--- src/hdl/assert_macros.svh ---
// ----------------------------------------------------------------------------
// Assertion macros
// Concurrent checks used by the color grading RTL; empty when synthesizing.
// ----------------------------------------------------------------------------
`ifndef ASSERT_MACROS_SVH
`define ASSERT_MACROS_SVH
`ifndef SYNTHESIS
`define ASSERT_NOW(lbl, clk, rst, ante, cons) \
  lbl: assert property (@(posedge clk) disable iff (rst) (ante) |-> (cons)) \
    else $error("assertion failed");
`define ASSERT_NEXT(lbl, clk, rst, ante, cons) \
  lbl: assert property (@(posedge clk) disable iff (rst) (ante) |=> (cons)) \
    else $error("assertion failed");
`else
`define ASSERT_NOW(lbl, clk, rst, ante, cons)
`define ASSERT_NEXT(lbl, clk, rst, ante, cons)
`endif
`endif

--- src/hdl/rlcg_lut.sv ---
`timescale 1ns / 1ps
// ----------------------------------------------------------------------------
// rlcg_lut
// One 256 x 8 channel table: one write port, one registered read port.
// ----------------------------------------------------------------------------
module rlcg_lut (
  input  logic       clk,
  input  logic       wr_en,
  input  logic [7:0] wr_addr,
  input  logic [7:0] wr_data,
  input  logic       rd_en,
  input  logic [7:0] rd_addr,
  output logic [7:0] rd_data
);
  logic [7:0] mem [256];

  always_ff @(posedge clk) begin
    if (wr_en) begin
      mem[wr_addr] <= wr_data;
    end
  end

  always_ff @(posedge clk) begin
    if (rd_en) begin
      rd_data <= mem[rd_addr];
    end
  end

endmodule

--- config.mk ---
export PLATFORM = sky130hd
export DESIGN_NAME = rlcg_lut
export DESIGN_NICKNAME = d
export VERILOG_FILES = /design/src/hdl/assert_macros.svh /design/src/hdl/rlcg_lut.sv
export SDC_FILE = /design/constraint.sdc
export NUM_CORES = 2
export LEC_CHECK = 0
export ABC_AREA = 1
export BUFFER_PORTS_ARGS = -buffer_cell sky130_fd_sc_hd__buf_2
export CORE_MARGIN = 1.5
export CORE_UTILIZATION = 50
export CTS_CLUSTER_SIZE = 8
export DETAILED_ROUTE_END_ITERATION = 6
export GPL_TIMING_DRIVEN = 0
export MAX_ROUTING_LAYER = met4
export PLACE_DENSITY = 0.65
export SYNTH_ARGS = -nofsm -noshare
export SYNTH_HDL_FRONTEND = slang
export SYNTH_SLANG_ARGS = --single-unit
--- constraint.sdc ---
create_clock -name clk -period 2.1 [get_ports clk]
set_input_delay 0.315 -clock clk [delete_from_list [all_inputs] [get_ports clk]]
set_output_delay 0.315 -clock clk [all_outputs]
set_load 0.03 [all_outputs]
# [Word level (Yosys, flattened, before mapping)]
# Memories as Yosys holds them, arrays and structs flattened. A register that Yosys moved wholly into a read port is not among the register bits.
# Cells that the tools add are included.
# W data, S select, Z words.
[classes] mux=2
[op_table] op="$mux W1" count=2
[word_totals] ff_bits=0 ram_bits=2048 inputBits=27 out_inout_bits=8 elab_cells=3 memories=1
[mem_list] memory="mem" depth=256 word_bits=8 rd=1 rd_clocked_by_memory_dff=1 write_ports=1 line_no="rlcg_lut.sv:15" text="logic [7:0] mem [256];"

# [Longest topological paths before layout]
[depth] ltp_word=2 depth_mapped=15

# [Least setup slack after synthesis]
# No wires, ideal clock.
[synth_path] kind="in2reg" startpoint="input port wr_en" endpoint="memory mem[162][0], enable pin" setup_ps=370 arrival_ps=1436 path_slack_ps=294 cell_stages=4 n_path_buf=2 cell_sequence="clkbuf_1 -> nand3_1 -> clkbuf_1 -> nor2_1"
[synth_between] elab_chain_len=2
[synth_lines] element="from (decl)" line_no="rlcg_lut.sv:8" text="input logic wr_en,"
[synth_lines] element="$mux W1" line_no="rlcg_lut.sv:18" text="if (wr_en) begin"
[synth_lines] element="$mux W1 (implied by the code)" line_no="rlcg_lut.sv:19" text="mem[wr_addr] <= wr_data;"
[synth_lines] element="to (decl)" line_no="rlcg_lut.sv:15"
# Every way passes these cells.

# [Worst setup path after layout]
[layout_path] startpoint="input port wr_addr[0]" endpoint="memory mem[114][3], enable pin"
[layout_lines] element="from (decl)" line_no="rlcg_lut.sv:9" text="input logic [7:0] wr_addr,"
# Straight into the memory's write port.

==> impl_results.md <==
- Fraction of layout cells with a size suffix above 1: between 10% and 20%
- Post-synth top area cell: edfxtp_1
- Setup WS pre-CTS: -2.08 ns
- Final Net Count: 7,414
- Total die area: around 170,000 µm²
- Syn Std Cell Area: between 80,000 and 90,000 µm²
- WL/cell: about 36 µm
- Post-route insts no fill: 9,616
- Die width: 412 µm
- Initial Util: between 50% and 60%
- Syn-to-layout area delta: 15.6%
- WHS Path Cells: 2
- Syn nets: 7,030
- Synth Warn #: 0
- CP Class: in -> reg
- Slowest CP cell: nor2_2
- Worst Hold Class: in -> reg
- Hold Vio Cnt, Final: 3
- I/O pin cnt: 35
- First-pass GRT wire length: 460 mm
- Initial antenna violation count: 18
- Critical Path Most Common Cell: nand2_1
- Sw Share: 23.7%
- GRT overflow: 0
- Internal reg-to-reg setup slack: -0.09 ns
- Via density: about 6.5
- Crit-path cells: buf_2 > inv_1 > nand2_1 > nor2_1 > nand2_1 > clkbuf_2 > nor2_2
- Synthesized area per cell: 11.9 µm²
- Largest net degree at the start of global routing: 173
- Asr flop ratio synth: 0%
- Post-synthesis sequential element count: 2,056
- Crit path max-delay family: simple AND/OR/NAND/NOR gates
- Post-synth top cells: nand2_1 (2,123), edfxtp_1 (2,056), nand3_1 (2,019), nor2_1 (283), buf_2 (268)
- Root buffer cell: clkbuf_16
- CP arrival: 3.02 ns
- Status: finished with violations
- Worst-skew pair later-pin latency: 0.93 ns
- Failing checks: DRC, hold timing, capacitance limit, slew limit, setup timing
- Layout fillers: between 10,000 and 15,000
- Number of synthesized flops with an enable pin: 2,056
- Die H: 412 µm
- Reg-to-reg critical path startpoint: mem[102][3]
- Worst Hold Slack: -0.0137 ns
- CP peak stage delay: 0.92 ns
- Clock buffer depth: 4
- GR Util All Layers: between 40% and 50%
- Drc violations: 1
- Fmax: 0.400 GHz
- Clk pwr share: 45.1%
- PwrDens: 990 nW/µm²
- Post-synth cell types: 13
- Sw power: 0.0226 W
- Routed via count: between 60,000 and 70,000
- Row cnt: ~150
- # clock sinks: 2,056
- Count leader, synth: nand2_1
- Clk_skew: 0.0373 ns
- Bufs and invs on worst path: 3
- Top FF cell, synth: edfxtp_1
- Crit path capture type: flip-flop
- Max_slew headroom: -19.7%
- Post-route ant nets: 0
- Worst R2R Path Depth: 10
- Leak: ~34 nW
- GPL Wtd Cong: 1.06
- Hold endpoint: mem[121][2]
- Total wire length: 345 mm
- Crit Path Max Fanout: 10
- H-tree levels: 5
- Number of global-route vias before repair: ~57,000
- Tmin final: 2.50 ns
- Clock buffers created by TritonCTS: 307
- Max cap viols: 1
- Critical Path Start Type: input port
- Core Region: roughly 170,000 µm²
- Measured slew at the worst slew-check pin: 1.79 ns
- Port Buffers: 27
- FF-to-FF End: rd_data[3]
- HP Start: wr_data[2]
- Gate power share: roughly 7.4%
- Seq/Total Area, Yosys: 74.0%
- Placed insts: 9,248
- CTS clock-pin slew for the worst setup and hold paths: ~0.040 ns
- DRT Pass-1 Iters: 7
- Top-area cell type share of the netlist area: 74.0%
- Crit share post-route: 119%
- Cells taking the most area after synthesis: edfxtp_1 (74%), nand3_1 (12%), nand2_1 (9.5%)
- DP HPWL: 234 mm
- Sequential power share: 47.5%
- Peak VDD IR: 1040 µV
- DR iter-0 viols: ~11,000
- TritonCTS clock tree: done
- CP required: 2.62 ns
- Post-Synthesis Cells: 7,003
- Internal power: 0.0729 W
- Endpoints failing setup: 759
- RSZ-0062 raised after global routing: yes
- Worst setup startpoint: wr_addr[0]
- Fin. max-slew vios: 11
- Worst setup margin: -0.400 ns
[cells in the final DEF, fill, tap and decap left out, drive strengths merged]
master and n:
clkdlybuf4s18 2, clkdlybuf4s15 15, inv 42, dlygate4sd3 9
nand3 2019, buf 380, edfxtp 2056, nor2 283
clkinvlp 2, clkinv 1, diode 26, nand2 2123
clkbuf 469
[cell families after synthesis]
| group | Yosys count | share of synthesized area [%] |
|---|---|---|
| buffers and inverters | 522 | 3.12 |
| AND/OR/NAND/NOR | 4425 | 22.9 |
| flip-flops | 2056 | 74.0 |
[worst register-to-register path: cells and delay by family, from the launching register on]
family / cells / cell delay (ns)
DFF: 1 / 0.36
and+or+nand+nor: 10 / 1.49
[metal layers]
layer  vias to the layer above  share of wire [%]  global-route usage, %
li1                      25600                  -                      -
met1                     30300                 34                   49.5
met2                      5358                 43                   59.0
met3                      1249                 15                   15.9
met4                         0                7.6                   27.2
met5                         -                  0                      -
[stage by stage]
stage               setup TNS [ns]  utilization [%]  hold slack [ns]  instance area (µm²)  total power (W)
floorplan                        0                -            0.414                83500           0.0490
global placement          -7672.58             52.2            0.656                86400           0.0525
detailed placement        -1792.32             52.7            0.582                87100           0.0526
CTS                         -0.581             58.0           0.0168                95900           0.0947
global route                -21.07             58.3           0.0127                96500           0.0968
finish                      -89.35             58.4          -0.0137                96500           0.0955
[repair_timing]
| item | in CTS | in global routing |
|---|---|---|
| endpoints found under the hold margin | 381 | 0 |
| hold buffers | 9 | 0 |
| buffers inserted | 10 | 0 |
| resized for setup | 285 | 194 |
| setup endpoints to repair | 674 | 665 |
| pin swaps | 8 | 2 |
[how the worst max path moves through the flow]
stage | end | cells past startpoint
2_1_floorplan | mem[162][0] | 4
3_3_place_gp | mem[166][4] | 1
3_5_place_dp | rd_data[3] | 11
4_1_cts | mem[23][7] | 6
5_1_grt | mem[122][3] | 6
6_report | mem[114][3] | 7
[registers in the layout, summed over array words and instances (netlist names)]
signal and count:
mem 2048, rd_data 8
[area by class of cell]
| class | count | area [µm²] | share of cell area [%] |
|---|---|---|---|
| multi-input cells | 4425 | 19700 | 20.4 |
| diodes | 26 | 65.1 | 0.0674 |
| flip-flops and latches | 2056 | 61700 | 64.0 |
| clock buffers | 317 | 7870 | 8.15 |
| inverters | 39 | 153 | 0.158 |
| clock inverters | 6 | 58.8 | 0.0609 |
| plain buffers | 483 | 3120 | 3.23 |
| repair buffers | 75 | 1030 | 1.07 |
| well taps | 2189 | 2740 | 2.84 |
[power by group through the flow]
stage | logic (W) | clock network [W] | registers, W
global route | 0.00706 | 0.0444 | 0.0454
global placement | 0.00622 | 0 | 0.0463
floorplan | 0.00279 | 0 | 0.0462
finish | 0.00703 | 0.0431 | 0.0454
CTS | 0.00654 | 0.0428 | 0.0454
detailed placement | 0.00641 | 0 | 0.0461
No activity file was read; power rests on OpenSTA's default activity.
