File: src/hdl/assert_macros.svh
// ----------------------------------------------------------------------------
// Assertion macros
// Concurrent checks used by the color grading RTL; empty when synthesizing.
// ----------------------------------------------------------------------------
`ifndef ASSERT_MACROS_SVH
`define ASSERT_MACROS_SVH
`ifndef SYNTHESIS
`define ASSERT_NOW(lbl, clk, rst, ante, cons) \
  lbl: assert property (@(posedge clk) disable iff (rst) (ante) |-> (cons)) \
    else $error("assertion failed");
`define ASSERT_NEXT(lbl, clk, rst, ante, cons) \
  lbl: assert property (@(posedge clk) disable iff (rst) (ante) |=> (cons)) \
    else $error("assertion failed");
`else
`define ASSERT_NOW(lbl, clk, rst, ante, cons)
`define ASSERT_NEXT(lbl, clk, rst, ante, cons)
`endif
`endif

File: src/hdl/rlcg_pkg.sv
`timescale 1ns / 1ps
// ----------------------------------------------------------------------------
// rlcg_pkg
// Types, register codes and constant tables of the RGB LUT color grader.
// ----------------------------------------------------------------------------
package rlcg_pkg;

  localparam int CFG_INDEX_W = 8;
  localparam int CFG_DATA_W  = 16;
  localparam int NUM_CHAN    = 3;
  localparam int CH_RED      = 0;
  localparam int CH_GREEN    = 1;
  localparam int CH_BLUE     = 2;

  localparam logic [CFG_INDEX_W-1:0] REG_LOOK_MODE      = 8'd0;
  localparam logic [CFG_INDEX_W-1:0] REG_GRADE_STRENGTH = 8'd1;

  typedef enum logic [2:0] {
    LOOK_IDENTITY = 3'd0,
    LOOK_CONTRAST = 3'd1,
    LOOK_TEAL     = 3'd2,
    LOOK_VINTAGE  = 3'd3,
    LOOK_NEGATIVE = 3'd4
  } look_e;

  typedef struct packed {
    logic                      en;
    logic [7:0]                addr;
    logic [NUM_CHAN-1:0][7:0]  data;
  } lut_wr_t;

  // round(256 * sin(k * pi / 32)), k = 0..16
  function automatic logic [8:0] quarter_sine(input logic [4:0] k);
    logic [8:0] q;
    unique case (k)
      5'd0:    q = 9'd0;
      5'd1:    q = 9'd25;
      5'd2:    q = 9'd50;
      5'd3:    q = 9'd74;
      5'd4:    q = 9'd98;
      5'd5:    q = 9'd121;
      5'd6:    q = 9'd142;
      5'd7:    q = 9'd162;
      5'd8:    q = 9'd181;
      5'd9:    q = 9'd198;
      5'd10:   q = 9'd213;
      5'd11:   q = 9'd226;
      5'd12:   q = 9'd237;
      5'd13:   q = 9'd245;
      5'd14:   q = 9'd251;
      5'd15:   q = 9'd255;
      default: q = 9'd256;
    endcase
    return q;
  endfunction

endpackage

File: src/hdl/rlcg_curve.sv
`timescale 1ns / 1ps
// ----------------------------------------------------------------------------
// rlcg_curve
// Config registers and table rebuild: sweep entries through a 5-stage curve
// and blend pipeline and emit one table write per cycle.
// ----------------------------------------------------------------------------
module rlcg_curve (
  input  logic                                clk,
  input  logic                                rst,
  input  logic                                cfg_wr,
  input  logic [rlcg_pkg::CFG_INDEX_W-1:0]    cfg_index,
  input  logic [rlcg_pkg::CFG_DATA_W-1:0]     cfg_data,
  output rlcg_pkg::lut_wr_t                   tbl_wr,
  output logic                                sweep_busy
);
  import rlcg_pkg::*;

  logic [2:0] look_mode;
  logic [8:0] grade_strength;
  logic       cfg_hit;

  logic       sweeping;
  logic [7:0] idx;
  logic [8:0] t0;

  logic        s1_valid, s2_valid, s3_valid, s4_valid;
  logic [7:0]  s1_idx, s2_idx, s3_idx, s4_idx;
  logic [8:0]  s1_t, s2_t;
  logic [16:0] s1_tt;
  logic [9:0]  s1_m;
  logic [8:0]  s1_hump;

  logic [8:0]  s2_con;
  logic [4:0]  s2_s31;
  logic [4:0]  s2_w26;
  logic [7:0]  s2_l205;
  logic [7:0]  s2_l195;

  logic signed [17:0] s3_diff [NUM_CHAN];
  logic signed [27:0] s4_v    [NUM_CHAN];

  // stage 1 comb
  logic [7:0]  hq;
  logic [8:0]  qk, qk1;
  logic [11:0] hprod;
  logic [17:0] tt_full;

  // stage 2 comb
  logic [26:0] con_prod;
  logic [12:0] s31_prod, w26_prod;
  logic [16:0] p205, p195;

  // stage 3 comb
  logic [9:0]         teal_red_raw;
  logic signed [10:0] teal_blue_raw;
  logic [8:0]         teal_red, teal_blue;
  logic [8:0]         look [NUM_CHAN];

  // stage 4 comb
  logic signed [9:0]  gs_s;
  logic signed [27:0] v_next [NUM_CHAN];

  // stage 5 comb
  logic [NUM_CHAN-1:0][7:0] entry;

  function automatic logic signed [17:0] blend_diff(input logic [8:0] l, input logic [7:0] i);
    logic signed [17:0] l255;
    logic signed [17:0] i256;
    l255 = $signed({1'b0, l, 8'd0}) - $signed({9'd0, l});
    i256 = $signed({2'b00, i, 8'd0});
    return l255 - i256;
  endfunction

  assign cfg_hit = cfg_wr && (cfg_index == REG_LOOK_MODE || cfg_index == REG_GRADE_STRENGTH);
  assign t0 = {1'b0, idx} + {8'd0, idx[7]};

  always_ff @(posedge clk) begin
    tbl_wr.addr <= s4_idx;
    tbl_wr.data <= entry;
    if (rst) begin
      look_mode      <= LOOK_IDENTITY;
      grade_strength <= 9'd0;
      sweeping       <= 1'b1;
      idx            <= 8'd0;
      s1_valid       <= 1'b0;
      s2_valid       <= 1'b0;
      s3_valid       <= 1'b0;
      s4_valid       <= 1'b0;
      tbl_wr.en      <= 1'b0;
    end else if (cfg_hit) begin
      if (cfg_index == REG_LOOK_MODE) begin
        look_mode <= cfg_data[2:0];
      end else begin
        grade_strength <= cfg_data[8:0];
      end
      sweeping  <= 1'b1;
      idx       <= 8'd0;
      s1_valid  <= 1'b0;
      s2_valid  <= 1'b0;
      s3_valid  <= 1'b0;
      s4_valid  <= 1'b0;
      tbl_wr.en <= 1'b0;
    end else begin
      if (sweeping) begin
        idx <= idx + 8'd1;
        if (idx == 8'hFF) begin
          sweeping <= 1'b0;
        end
      end
      s1_valid  <= sweeping;
      s2_valid  <= s1_valid;
      s3_valid  <= s2_valid;
      s4_valid  <= s3_valid;
      tbl_wr.en <= s4_valid;
    end
  end

  assign sweep_busy = sweeping | s1_valid | s2_valid | s3_valid | s4_valid | tbl_wr.en;

  // stage 1: square, contrast factor, sine hump
  always_comb begin
    hq      = (t0 <= 9'd128) ? t0[7:0] : 8'(9'd256 - t0);
    qk      = quarter_sine(hq[7:3]);
    qk1     = quarter_sine(hq[7:3] + 5'd1);
    hprod   = 12'(qk1 - qk) * {9'd0, hq[2:0]};
    tt_full = 18'(t0) * 18'(t0);
  end

  always_ff @(posedge clk) begin
    s1_idx  <= idx;
    s1_t    <= t0;
    s1_tt   <= tt_full[16:0];
    s1_m    <= 10'd768 - {t0, 1'b0};
    s1_hump <= qk + {3'd0, hprod[8:3]};
  end

  // stage 2: constant scalings and contrast product
  always_comb begin
    con_prod = 27'(s1_tt) * 27'(s1_m);
    s31_prod = 13'(s1_hump) * 13'd31;
    w26_prod = 13'(9'd256 - s1_t) * 13'd26;
    p205     = 17'(s1_t) * 17'd205;
    p195     = 17'(s1_t) * 17'd195;
  end

  always_ff @(posedge clk) begin
    s2_idx  <= s1_idx;
    s2_t    <= s1_t;
    s2_con  <= con_prod[24:16];
    s2_s31  <= s31_prod[12:8];
    s2_w26  <= w26_prod[12:8];
    s2_l205 <= p205[15:8];
    s2_l195 <= p195[15:8];
  end

  // stage 3: select look curve, form blend difference
  always_comb begin
    teal_red_raw  = {1'b0, s2_t} + {5'd0, s2_s31};
    teal_red      = (teal_red_raw > 10'd256) ? 9'd256 : teal_red_raw[8:0];
    teal_blue_raw = $signed({2'b00, s2_t}) - $signed({6'd0, s2_s31})
                  + $signed({6'd0, s2_w26});
    if (teal_blue_raw < 0) begin
      teal_blue = 9'd0;
    end else if (teal_blue_raw > 11'sd256) begin
      teal_blue = 9'd256;
    end else begin
      teal_blue = teal_blue_raw[8:0];
    end
    unique case (look_mode)
      LOOK_CONTRAST: begin
        look[CH_RED]   = s2_con;
        look[CH_GREEN] = s2_con;
        look[CH_BLUE]  = s2_con;
      end
      LOOK_TEAL: begin
        look[CH_RED]   = teal_red;
        look[CH_GREEN] = s2_t;
        look[CH_BLUE]  = teal_blue;
      end
      LOOK_VINTAGE: begin
        look[CH_RED]   = 9'd41 + {1'b0, s2_l205};
        look[CH_GREEN] = 9'd31 + {1'b0, s2_l205};
        look[CH_BLUE]  = 9'd31 + {1'b0, s2_l195};
      end
      LOOK_NEGATIVE: begin
        look[CH_RED]   = 9'd256 - s2_t;
        look[CH_GREEN] = 9'd256 - s2_t;
        look[CH_BLUE]  = 9'd256 - s2_t;
      end
      default: begin
        look[CH_RED]   = s2_t;
        look[CH_GREEN] = s2_t;
        look[CH_BLUE]  = s2_t;
      end
    endcase
  end

  always_ff @(posedge clk) begin
    s3_idx <= s2_idx;
    for (int c = 0; c < NUM_CHAN; c++) begin
      s3_diff[c] <= blend_diff(look[c], s2_idx);
    end
  end

  // stage 4: weight by strength
  always_comb begin
    gs_s = $signed({1'b0, grade_strength});
    for (int c = 0; c < NUM_CHAN; c++) begin
      v_next[c] = $signed({4'd0, s3_idx, 16'd0}) + 28'(s3_diff[c]) * 28'(gs_s);
    end
  end

  always_ff @(posedge clk) begin
    s4_idx <= s3_idx;
    for (int c = 0; c < NUM_CHAN; c++) begin
      s4_v[c] <= v_next[c];
    end
  end

  // stage 5: truncate and clamp
  always_comb begin
    for (int c = 0; c < NUM_CHAN; c++) begin
      if (s4_v[c][27] || s4_v[c] == 28'sd0) begin
        entry[c] = 8'd0;
      end else if (|s4_v[c][26:24]) begin
        entry[c] = 8'hFF;
      end else begin
        entry[c] = s4_v[c][23:16];
      end
    end
  end

endmodule

File: config.mk
export PLATFORM = sky130hd
export DESIGN_NAME = rlcg_curve
export DESIGN_NICKNAME = d
export VERILOG_FILES = /design/src/hdl/assert_macros.svh /design/src/hdl/rlcg_pkg.sv /design/src/hdl/rlcg_curve.sv
export SDC_FILE = /design/constraint.sdc
export NUM_CORES = 2
export LEC_CHECK = 0
export ABC_CLOCK_PERIOD_IN_PS = 11850
export BUFFER_PORTS_ARGS = -buffer_cell sky130_fd_sc_hd__clkbuf_2
export CAP_MARGIN = 5
export CORE_AREA = 2 2 256 258
export DETAILED_ROUTE_END_ITERATION = 10
export DIE_AREA = 0 0 258 260
export GPL_ROUTABILITY_DRIVEN = 1
export MAX_ROUTING_LAYER = met4
export PLACE_DENSITY = 0.9
export SLEW_MARGIN = 10
export SYNTH_ARGS = -nofsm -noshare
export SYNTH_HDL_FRONTEND = slang
export SYNTH_SLANG_ARGS = --single-unit
File: constraint.sdc
create_clock -name clk -period 11.85 [get_ports clk]
set_input_delay 1.7775 -clock clk [delete_from_list [all_inputs] [get_ports clk]]
set_output_delay 1.7775 -clock clk [all_outputs]
set_load 0.01 [all_outputs]
# Word level (Yosys, flattened, before mapping)
# Memories as Yosys holds them, arrays and structs flattened.
# Index checks and enable logic that the tools add are counted.
dict set report totals {
  mem_count 4
  elab_cells 108
  register_bits 179
  rom_bits 256
  output_inout_bits 34
  in_bits 27
  ram_bits 138
}
# memory words width read_ports rd_clocked_by_memory_dff wr line
set mem_list {}
lappend mem_list {{(no name shown)} 16 8 1 0 0 rlcg_pkg.sv:35} ;# unique case (k)
lappend mem_list {{(no name shown)} 16 8 1 0 0 rlcg_pkg.sv:35}
lappend mem_list {s4_v 3 28 3 0 3 rlcg_curve.sv:40} ;# logic signed [27:0] s4_v [NUM_CHAN];
lappend mem_list {s3_diff 3 18 3 0 3 rlcg_curve.sv:39} ;# logic signed [17:0] s3_diff [NUM_CHAN];
dict set report classes {
  n_mul 10
  bitwise 6
  mux 12
  n_lt_le_gt_ge 4
  n_reduce_logical 15
  n_addsub 24
  n_eq_ne 6
}
# cell n
set ops {}
lappend ops {{27-bit one-hot mux with 4 select lines} 1}
lappend ops {{25-bit by 28-bit adder with 28-bit output} 3}
lappend ops {{28-bit zero test} 3}
lappend ops {{18-bit by 10-bit multiplier with 28-bit output} 3}
lappend ops {{17-bit by 9-bit subtractor with 18-bit output} 3}
lappend ops {{18-bit by 17-bit subtractor with 18-bit output} 3}
lappend ops {{9-bit two-way mux} 5}
lappend ops {{9-bit by 8-bit multiplier with 16-bit output, second input constant} 2}
lappend ops {{8-bit two-way mux} 4}
lappend ops {{17-bit by 10-bit multiplier with 25-bit output} 1}
lappend ops {{5-bit by 8-bit adder with 9-bit output, first input constant} 2}
lappend ops {{9-bit by 9-bit multiplier with 17-bit output} 1}
lappend ops {{13-bit by 4-bit multiplier with 12-bit output, second input constant} 1}
lappend ops {{9-bit by 5-bit multiplier with 13-bit output, second input constant} 1}
lappend ops {{12-bit by 3-bit multiplier with 9-bit output} 1}
lappend ops {{10-bit by 6-bit adder with 11-bit output} 1}
lappend ops {{11-bit by 10-bit greater-than comparator with 1-bit output, second input constant} 1}
lappend ops {{11-bit by 1-bit less-than comparator with 1-bit output, second input constant} 1}
lappend ops {{9-bit by 5-bit adder with 10-bit output} 1}
lappend ops {{10-bit by 9-bit greater-than comparator with 1-bit output, second input constant} 1}
lappend ops {{10-bit subtractor, first input constant} 1}
lappend ops {{9-bit by 5-bit subtractor with 10-bit output} 1}
lappend ops {{9-bit by 9-bit subtractor with 10-bit output} 1}
lappend ops {{9-bit by 9-bit subtractor with 10-bit output, first input constant} 1}
lappend ops {{other kinds (22)} 34}

# Depth between registers and ports, before layout
# An unclocked memory read counts as a cell.
dict set report logic_depth {
  depth_word 9
  ltp_mapped 41
  ltp_nobuf 39
}

# Worst setup path before layout
# No wires, ideal clock.
dict set report synth_path {
  path_type {reg2reg}
  from {register idx[7]}
  to {register s1_hump[8]}
  setup_time_ps 123
  t_required_ps 11727
  stages_incl_launch_ff 42
  arrival_time_ps 7780
  synth_period_minus_slack_ps 7903
  n_path_buf 3
  slack_ps 3947
  cell_sequence {dfxtp_1 -> ha_1 -> clkbuf_1 -> clkinv_1 -> ha_1 -> and3_1 -> a41oi_2 -> or2_1 -> nand2_1 -> xnor2_1 -> buf_2 -> inv_2 -> ha_1 -> clkbuf_1 -> nand3_1 -> xnor2_1 -> nor2_1 -> o21ai_0 -> (+6 left out) -> xnor2_1 -> nand2_1 -> fa_1 -> inv_1 -> ha_1 -> nor2b_1 -> o21ai_0 -> nand2b_1 -> a21o_1 -> a21oi_1 -> xor2_1 -> xnor2_1 -> xnor2_1 -> xnor2_1 -> ha_1 -> a21oi_1 -> a211oi_1 -> or2_2}
}
dict set report synth_via {
  elab_cells_between_ends 12
  classes_between {add/sub: 5; mul: 1; order compare: 1; mux: 3; memory: 2}
}
# item line
set synth_rtl {}
lappend synth_rtl {{from (decl)} rlcg_curve.sv:23} ;# logic [7:0] idx;
lappend synth_rtl {{from (signal assigned)} rlcg_curve.sv:105} ;# idx <= idx + 8'd1;
lappend synth_rtl {{8-bit by 1-bit adder with 9-bit output *} rlcg_curve.sv:75} ;# assign t0 = {1'b0, idx} + {8'd0, idx[7]};
lappend synth_rtl {{1-bit by 8-bit subtractor with 8-bit output or 9-bit by 8-bit <= comparator with 1-bit output (tied branches)} rlcg_curve.sv:122} ;# hq = (t0 <= 9'd128) ? t0[7:0] : 8'(9'd256 - t0);
lappend synth_rtl {{8-bit two-way mux *} rlcg_curve.sv:122}
lappend synth_rtl {{net hq[0]} rlcg_curve.sv:43} ;# logic [7:0] hq;
lappend synth_rtl {{12-bit by 3-bit multiplier with 9-bit output *} rlcg_curve.sv:125} ;# hprod = 12'(qk1 - qk) * {9'd0, hq[2:0]};
lappend synth_rtl {{9-bit by 6-bit adder with 9-bit output *} rlcg_curve.sv:134} ;# s1_hump <= qk + {3'd0, hprod[8:3]};
lappend synth_rtl {{to (signal assigned)} rlcg_curve.sv:134}
lappend synth_rtl {{to (decl)} rlcg_curve.sv:31} ;# logic [8:0] s1_hump;
# Mark *: on every way through the listed nets, which the timed path passes. The rest lies on a longest branch.
# A chain may end at the register's enable or synchronous reset.

# Worst setup path after layout
# Same ends and word-level chain as after synthesis.

==> results.yml <==
cts:
  root_buffer: "clkbuf_16"
  cts.repair.resized: 0
  hold_buffers: 0
  cts_tree: "built"
  numCtsBuffers: 36
  clk_pin_slew_ns: 0.06
  clkSinkCount: 313
  cts_max_path_buffers: 3
  postCtsSetupBuffers: 0
  clk_latency_ns: 0.60
  h-tree-depth: 2
routing:
  drtIter0Drc: 2112
  via_per_inst: 5.670
  vias: 30676
  finalWirelength_microns: 94320
  wl_per_cell_microns: 17.43
  firstDrtPassIters: 7
  drc: 0
  ant_nets: 0
cells_and_area:
  final_nets: 5730
  regArea_sq_um: 6270
  diodes: 0
  multiInputGateArea_sq_um: 31490
  drive_gt1_share_pct: 3.886
  final_util_pct: 68.26
  fillers: 4541
  areaGrowthSynthToFinish_pct: 5.429
logic_synthesis:
  synth_warnings: 0
  synthMuxAreaShare_pct: 0.4099
  synth_edf_count: 0
  synth.area.top_cells: "fa_1 (30%), ha_1 (17%), dfxtp_1 (15%)"
  ys_async_sr_fraction_pct: 0
  synth_top_family_by_area: "adder cells"
  avgSynthCellArea_sq_um: 9.161
  synth-simple-area-share_pct: 15.13
  synth_top_area_share_pct: 30.09
  ys_types: 88
  yosys.area.top_type: "fa_1"
  synth_compound_area_share_pct: 8.190
  yosys_most_used_dff: "dfxtp_1"
  synth_area_sq_um: 41510
  seq_area_frac_synth_pct: 15.10
  synthCells: 4531
  yosys_register_bits: 313
  yosys.area_share.adder_pct: 46.73
  synthXorXnorAreaFrac_pct: 5.329
floorplan:
  dieArea_sq_um: 67080
  core_area_sq_um: 64120
  rows: 93
  dieWidth_microns: 258
  io_pins: 61
  fp.dieH_microns: 260
  initial_core_util_pct: 64.74
timing:
  setup_violations: 0
  maxSlewHeadroom_pct: 30.59
  period_needed_ns: 9.118
  setup_tns_ns: 0
  fmax_ghz: 0.1097
  grt_setup_unrepaired: "false"
  final.setup_skew_ns: 0.03440
  maxSlewViolCount: 0
  hold_violations: 0
  worst_pin_slew_ns: 1.033
  fin_ws_ns: 2.732
  timing.final.crit_share_pct: 76.95
power:
  finalPower_mw: 3.600
  p_leak_nw: 22.17
  power_density_nw_per_um2: 82.26
  ir_drop_v: 0.00009297
grt:
  grt_max_degree: 56
  grt_pass1_wl_microns: 158200
  grt_pass1_vias: 33128
  grt_use_total_pct: 29.95
  grt_remaining_overflow: 0
  antenna_found_initial: 0
critical_path:
  path_max_fanout: 14
  critPathCaptureType: "flip-flop"
  max_stage_delay_ns: 0.65
  start_kind: "flip-flop"
  cp.arrival_ns: 9.57
  critPathRequiredTime_ns: 12.30
  critical_path_class: "flip-flop to flip-flop"
  crit_path_top_delay_cell: "ha_1"
placed_design:
  dp_slack_ns: 2.838
  gp_congestion: 0.9798
  hpwl_microns: 73330
  io_buffers: 53
worst_hold_path:
  hold_path.class: "flip-flop to flip-flop"
run_status:
  outcome: "completed"
flow_run:
  drv_cap: 0
[report_power, final]
group / switching [mW] / internal (mW)
clock: 0.497 / 0.657
sequential: 0.251 / 1.18
combinational: 0.564 / 0.451
[routing by layer]
| layer | wire length [microns] | global-route usage [%] | share of wire [%] |
|---|---|---|---|
| met2 | 47350 | 51.96 | 50 |
| met5 | 0 | - | 0 |
| met4 | 4860 | 13.87 | 5.2 |
| met1 | 35750 | 34.15 | 38 |
| met3 | 6363 | 4.610 | 6.7 |
[cells in the final DEF (no fill, tap or decap), types with 58 or more instances in the layout]
cell type and n:
nor2_1 220, fa_1 624, nand2_1 398, xor2_1 70, o21a_1 58, nor3_1 69, and2_1 384, inv_1 873
o21ai_0 95, a21oi_1 149, dfxtp_1 310, xnor2_1 177, ha_1 552
[Yosys cell counts, types with 35 or more instances]
cell type,count
ha_1,552
nand2_1,398
o21ai_0,95
clkbuf_1,105
nor2_1,220
xor2_1,70
nor3_1,69
o21a_1,58
and2_1,384
a21oi_1,149
nand3_1,35
fa_1,624
xnor2_1,177
dfxtp_1,313
a21o_1,40
inv_1,873
[area by class of cell]
cell class	instances	share of cell area [%]
clock buffer	46	2.307
clock inverter	20	0.4889
inverter	878	7.531
multi-input combinational	3225	71.95
sequential	313	14.33
tap	855	2.445
timing repair buffer	73	0.9492
[sequential cells by signal, indices dropped and copies added (netlist names), 9 cells and up]
name and cells:
s2_con 9, s1_tt 16, grade_strength 9, s1_hump 9, s2_t 9, s4_v 84
tbl_wr 33, s3_diff 54
[critical path, delay by kind of cell, from the launching register on]
kind,cells,cell delay [ns]
AND/OR/NAND/NOR,11,1.61
flip-flops,1,0.38
AO/OA/AOI/OAI,8,1.40
adder cells (fa/ha/maj),8,3.19
buffers and inverters,5,0.89
XOR/XNOR,7,1.49
[per-stage QoR]
step,std cells,area (sq um),hold WS (ns)
3_5_place_dp,5344,42540,0.3128
6_report,5410,43760,0.3194
5_1_grt,5410,43760,0.3242
2_1_floorplan,4536,41530,0.3096
4_1_cts,5410,43760,0.3258
3_3_place_gp,5344,42540,0.3099
[worst paths after layout]
| path | startpoint | to | slack (ns) | depth (start not counted) |
|---|---|---|---|---|
| hold reg to reg | s4_idx[7] | tbl_wr[31] | 0.32 | 0 |
| setup / recovery | idx[7] | s1_hump[8] | 2.73 | 39 |
| setup reg to reg | idx[7] | s1_hump[8] | 2.73 | 39 |
| hold / removal | s4_idx[7] | tbl_wr[31] | 0.32 | 0 |
[kinds of logic (layout without fill, tap and decap cells)]
group,after synthesis,after routing
simple gates,1262,1262
fa+ha+maj,1176,1176
buf+inv,998,1017
compound gates,513,513
flops,313,313
xor+xnor,250,250
mux,17,17
other cells,2,7
(Power assumes the default switching activity.)
